<file path="src/rtl/core/pse_pkg.sv">
// ----------------------------------------------------------------------------
// Postfix evaluator package
// Shared types and constants for the postfix stack evaluator.
// ----------------------------------------------------------------------------
package pse_pkg;

    localparam int unsigned DEFAULT_STACK_DEPTH = 128;
    localparam int unsigned DATA_W = 32;
    localparam int unsigned SYM_W = 8;
    localparam int unsigned STATUS_W = 3;

    localparam logic [SYM_W-1:0] SYM_ZERO  = 8'h30;
    localparam logic [SYM_W-1:0] SYM_NINE  = 8'h39;
    localparam logic [SYM_W-1:0] SYM_PLUS  = 8'h2B;
    localparam logic [SYM_W-1:0] SYM_MINUS = 8'h2D;
    localparam logic [SYM_W-1:0] SYM_MUL   = 8'h2A;
    localparam logic [SYM_W-1:0] SYM_DIV   = 8'h2F;

    localparam logic [STATUS_W-1:0] ST_OK      = 3'd0;
    localparam logic [STATUS_W-1:0] ST_SYMBOL  = 3'd1;
    localparam logic [STATUS_W-1:0] ST_UNDER   = 3'd2;
    localparam logic [STATUS_W-1:0] ST_OVER    = 3'd3;
    localparam logic [STATUS_W-1:0] ST_DIVZERO = 3'd4;
    localparam logic [STATUS_W-1:0] ST_COUNT   = 3'd5;

    typedef enum logic [2:0] {
        OP_DIGIT = 3'd0,
        OP_ADD   = 3'd1,
        OP_SUB   = 3'd2,
        OP_MUL   = 3'd3,
        OP_DIV   = 3'd4,
        OP_BAD   = 3'd5
    } t_op;

    typedef struct packed {
        t_op        op;
        logic [3:0] digit;
        logic       last;
    } t_cmd;

endpackage

</file>
<file path="src/rtl/core/pse_front.sv">
// ----------------------------------------------------------------------------
// Postfix evaluator front end
// Accepts symbols, classifies them and pushes commands into a small queue.
// ----------------------------------------------------------------------------
module pse_front (
    input  logic                       i_clk,
    input  logic                       i_rst_n,
    input  logic                       i_valid,
    output logic                       o_stall,
    input  logic [pse_pkg::SYM_W-1:0]  i_symbol,
    input  logic                       i_last,
    output logic                       o_cmd_valid,
    input  logic                       i_cmd_take,
    output pse_pkg::t_cmd              o_cmd
);
    import pse_pkg::*;

    t_cmd       r_q [2];
    logic       r_wp, r_rp;
    logic [1:0] r_cnt;
    t_cmd       n_cmd;
    logic       push, pop;

    always_comb begin
        n_cmd.last  = i_last;
        n_cmd.digit = i_symbol[3:0];
        if (i_symbol >= SYM_ZERO && i_symbol <= SYM_NINE) begin
            n_cmd.op = OP_DIGIT;
        end else if (i_symbol == SYM_PLUS) begin
            n_cmd.op = OP_ADD;
        end else if (i_symbol == SYM_MINUS) begin
            n_cmd.op = OP_SUB;
        end else if (i_symbol == SYM_MUL) begin
            n_cmd.op = OP_MUL;
        end else if (i_symbol == SYM_DIV) begin
            n_cmd.op = OP_DIV;
        end else begin
            n_cmd.op = OP_BAD;
        end
    end

    assign o_stall     = (r_cnt == 2'd2);
    assign push        = i_valid && !o_stall;
    assign o_cmd_valid = (r_cnt != 2'd0);
    assign pop         = o_cmd_valid && i_cmd_take;
    assign o_cmd       = r_q[r_rp];

    always_ff @(posedge i_clk) begin
        if (push) begin
            r_q[r_wp] <= n_cmd;
        end
        if (!i_rst_n) begin
            r_wp  <= 1'b0;
            r_rp  <= 1'b0;
            r_cnt <= 2'd0;
        end else begin
            if (push) begin
                r_wp <= ~r_wp;
            end
            if (pop) begin
                r_rp <= ~r_rp;
            end
            r_cnt <= r_cnt + {1'b0, push} - {1'b0, pop};
        end
    end

`ifndef SYNTHESIS
    a_no_over: assert property (@(posedge i_clk) disable iff (!i_rst_n)
        r_cnt != 2'd3) else $error("queue count out of range");
    a_pop_ok: assert property (@(posedge i_clk) disable iff (!i_rst_n)
        pop |-> r_cnt != 2'd0) else $error("pop from empty queue");
    a_full_stall: assert property (@(posedge i_clk) disable iff (!i_rst_n)
        (r_cnt == 2'd2 && !pop) |=> o_stall) else $error("full queue lost stall");
`endif

endmodule

</file>
<file path="config.mk">
export PLATFORM = sky130hd
export DESIGN_NAME = pse_front
export DESIGN_NICKNAME = d
export VERILOG_FILES = /design/src/rtl/core/pse_pkg.sv /design/src/rtl/core/pse_front.sv
export SDC_FILE = /design/constraint.sdc
export NUM_CORES = 1
export LEC_CHECK = 0
export BUFFER_PORTS_ARGS = -buffer_cell sky130_fd_sc_hd__buf_2
export CORE_MARGIN = 1.5
export CORE_UTILIZATION = 54
export CTS_CLUSTER_DIAMETER = 100
export DETAILED_ROUTE_END_ITERATION = 8
export PLACE_DENSITY = 0.81
export RECOVER_POWER = 25
export SKIP_CTS_REPAIR_TIMING = 1
export SLEW_MARGIN = 10
export SYNTH_ARGS = -nofsm -noshare
export SYNTH_HDL_FRONTEND = slang
export SYNTH_SLANG_ARGS = --single-unit
</file>
<file path="constraint.sdc">
create_clock -name i_clk -period 2.2 [get_ports i_clk]
set_input_delay 0.22 -clock i_clk [delete_from_list [all_inputs] [get_ports i_clk]]
set_output_delay 0.22 -clock i_clk [all_outputs]
set_load 0.02 [all_outputs]
</file>
==> qor.yml <==
status: "finished, final reports clean"
wl_per_cell_um: 13.7
critical_path_buf_inv_count: 1
clock.fmax_mhz: 613
drv_cap: 0
die_h_um: 43.7
dp_hpwl_um: 1100
initial_core_util_pct: 58.8
worst_setup_path_end_kind: "output port"
cp-endpoint: "o_cmd[7]"
ant_nets: 0
fin_nets: 106
die_x_um: 43.7
grt_pass1_vias: 562
regToRegSetupSlack_ns: 0.62
hold_path.class: "input port to flop"
hold_viol_final: 0
drive_above_1_share_pct: 38.9
clock_latency_ns: 0.31
gp_congestion: 0.722
cpMaxStageDelayCell: "dfxtp_1"
seq_area_frac_synth_pct: 64.8
p_per_area_nw_per_um2: 1020
multi_input_area_um2: 292
clock_path_buffers: 2
leakage_nw: 0.426
post-route-period-util_pct: 74.1
reg2reg_depth: 7
yosysTopAreaCellShare_pct: 53.6
worst_slew_margin_rel_pct: 76.1
critPathTopFamily: "flip-flops"
final-seq-area_um2: 581
fin_crit_ns: 1.63
ioPinCount: 23
final_max_slew_viol_count: 0
worstPathCellList: "mux2_2, buf_2"
io_buffers: 22
cts_num_sinks: 21
synthTopCellsByArea: "edfxtp_1 54%, dfxtp_1 11%, mux2_2 10%, ha_1 2.8%, xnor2_1 2.0%"
wl_um: 1450
syn2layout_area_growth_pct: 16.5
finalSetupViolCount: 0
syn-num-nets: 80
coreArea_um2: 1520
crit_type: "flop to output port"
final_cell_mix: "18 x buf_2, 16 x edfxtp_1, 8 x mux2_2"
critPathMaxStageDelay_ns: 0.56
reg2reg_from: "r_cnt[1]$_SDFF_PN0_"
cp.arrival_ns: 1.41
cts_buffers: 3
drtIter0Drc: 22
gr-total-overflow: 0
dieArea_um2: 1910
avgSynthCellArea_um2: 13.8
synth.distinct_cells: 26
worst_pin_slew_ns: 0.359
clkTransAtPathRegs_ns: 0.13
ir_worst_vdd_v: 0.000606
drc_errors: 0
hold_ws_ns: 0.0981
drt_first_pass_iters: 4
hp-start: "i_last"
track_usage_pct: 17.6
critical_path_required_ns: 1.98
vias: 572
n_antenna_cell: 0
h-tree-depth: 1
yosys_warnings: 0
fin_skew_ns: 0.0143
syn_inst: 65
num_rows: 14
reg2reg_to: "r_cnt[1]$_SDFF_PN0_"
setup_tns_ns: 0
nFillCells: 120
antenna_found_initial: 0
cts_root_buffer: "clkbuf_4"
path_max_fanout: 8
cp_num_cells: 2
viasPerCell: 5.40
synth_seq_cells: 21
syn_area_um2: 896
crit_path_start_kind: "flop"
layout_commonest_cell: "buf_2"
fin_util_pct: 68.5
grt_pass1_wl_um: 2410
rsz0062_at_grt: "no"
grt_max_degree: 13
cts_tree: "done"
synth_area_leader_cell: "edfxtp_1"
cells in the mapped netlist (all sizes together):
cell    count
ha          2
or2         1
or3         1
o2111a      1
o21ai       3
edfxtp     16
a21oi       1
mux2        8
nand2       3
and3        1
a21o        2
nor2b       2
dfxtp       5
buf         1
nor3b       1
inv         5
nor2        4
nand2b      1
xnor2       2
xor2        1
nand3       1
o21a        1
and3b       1
and2        1
worst min-delay path by stage:
| stage | endpoint | cells after the start |
|---|---|---|
| final | r_q[0][0]$_DFFE_PP_ | 1 |
| after global routing | r_q[0][0]$_DFFE_PP_ | 1 |
| after CTS | r_q[0][0]$_DFFE_PP_ | 1 |
| after detailed placement | r_q[0][0]$_DFFE_PP_ | 1 |
| after global placement | r_q[1][0]$_DFFE_PP_ | 1 |
| after floorplan | r_q[0][0]$_DFFE_PP_ | 0 |
kinds of logic (layout without fill, tap and decap cells):
| group | count (synthesis) | after routing | share of synthesized area (%) |
|---|---|---|---|
| compound gates | 8 | 8 | 6.14 |
| xor+xnor | 3 | 3 | 2.93 |
| fa+ha+maj | 2 | 2 | 2.79 |
| buf+inv | 6 | 31 | 2.65 |
| flops | 21 | 21 | 64.8 |
| mux | 8 | 8 | 10.1 |
| simple gates | 17 | 17 | 10.6 |
area by class of cell:
type	instances	share of cell area, %
Inverter	5	1.80
Sequential cell	21	55.6
Tap cell	16	1.92
Multi-Input combinational cell	38	27.9
Clock inverter	1	0.480
Clock buffer	3	2.16
Timing Repair Buffer	22	10.1
state kept, by name, indices dropped and copies added (netlist names), named ones only:
name   cells
r_rp       1
r_cnt      2
r_wp       1
r_q       16
power by group:
group          total (mW)  leakage, nW  switching, mW  internal, mW
clock               0.185       0.0177          0.118        0.0678
combinational       0.345        0.225          0.189         0.156
sequential          0.536        0.183         0.0432         0.493
total                1.07        0.426          0.350         0.717
through the flow:
| stage | setup WS [ns] | cell area, µm² | cells | total power, mW |
|---|---|---|---|---|
| global placement | 0.718 | 1020 | 102 | 0.881 |
| finish | 0.570 | 1040 | 106 | 1.07 |
| global route | 0.492 | 1040 | 106 | 1.13 |
| CTS | 0.555 | 1050 | 106 | 1.08 |
| detailed placement | 0.613 | 1020 | 102 | 0.900 |
| floorplan | 0.740 | 896 | 65 | 0.797 |
per-layer routing:
metal	GRT usage, %	wire (µm)	up-vias
met1	22.1	645	265
met5	0	0	-
met3	2.92	77	4
met4	9.09	24	0
li1	-	-	282
met2	29.1	706	21
Note: power is estimated with default switching activity, not from simulation.
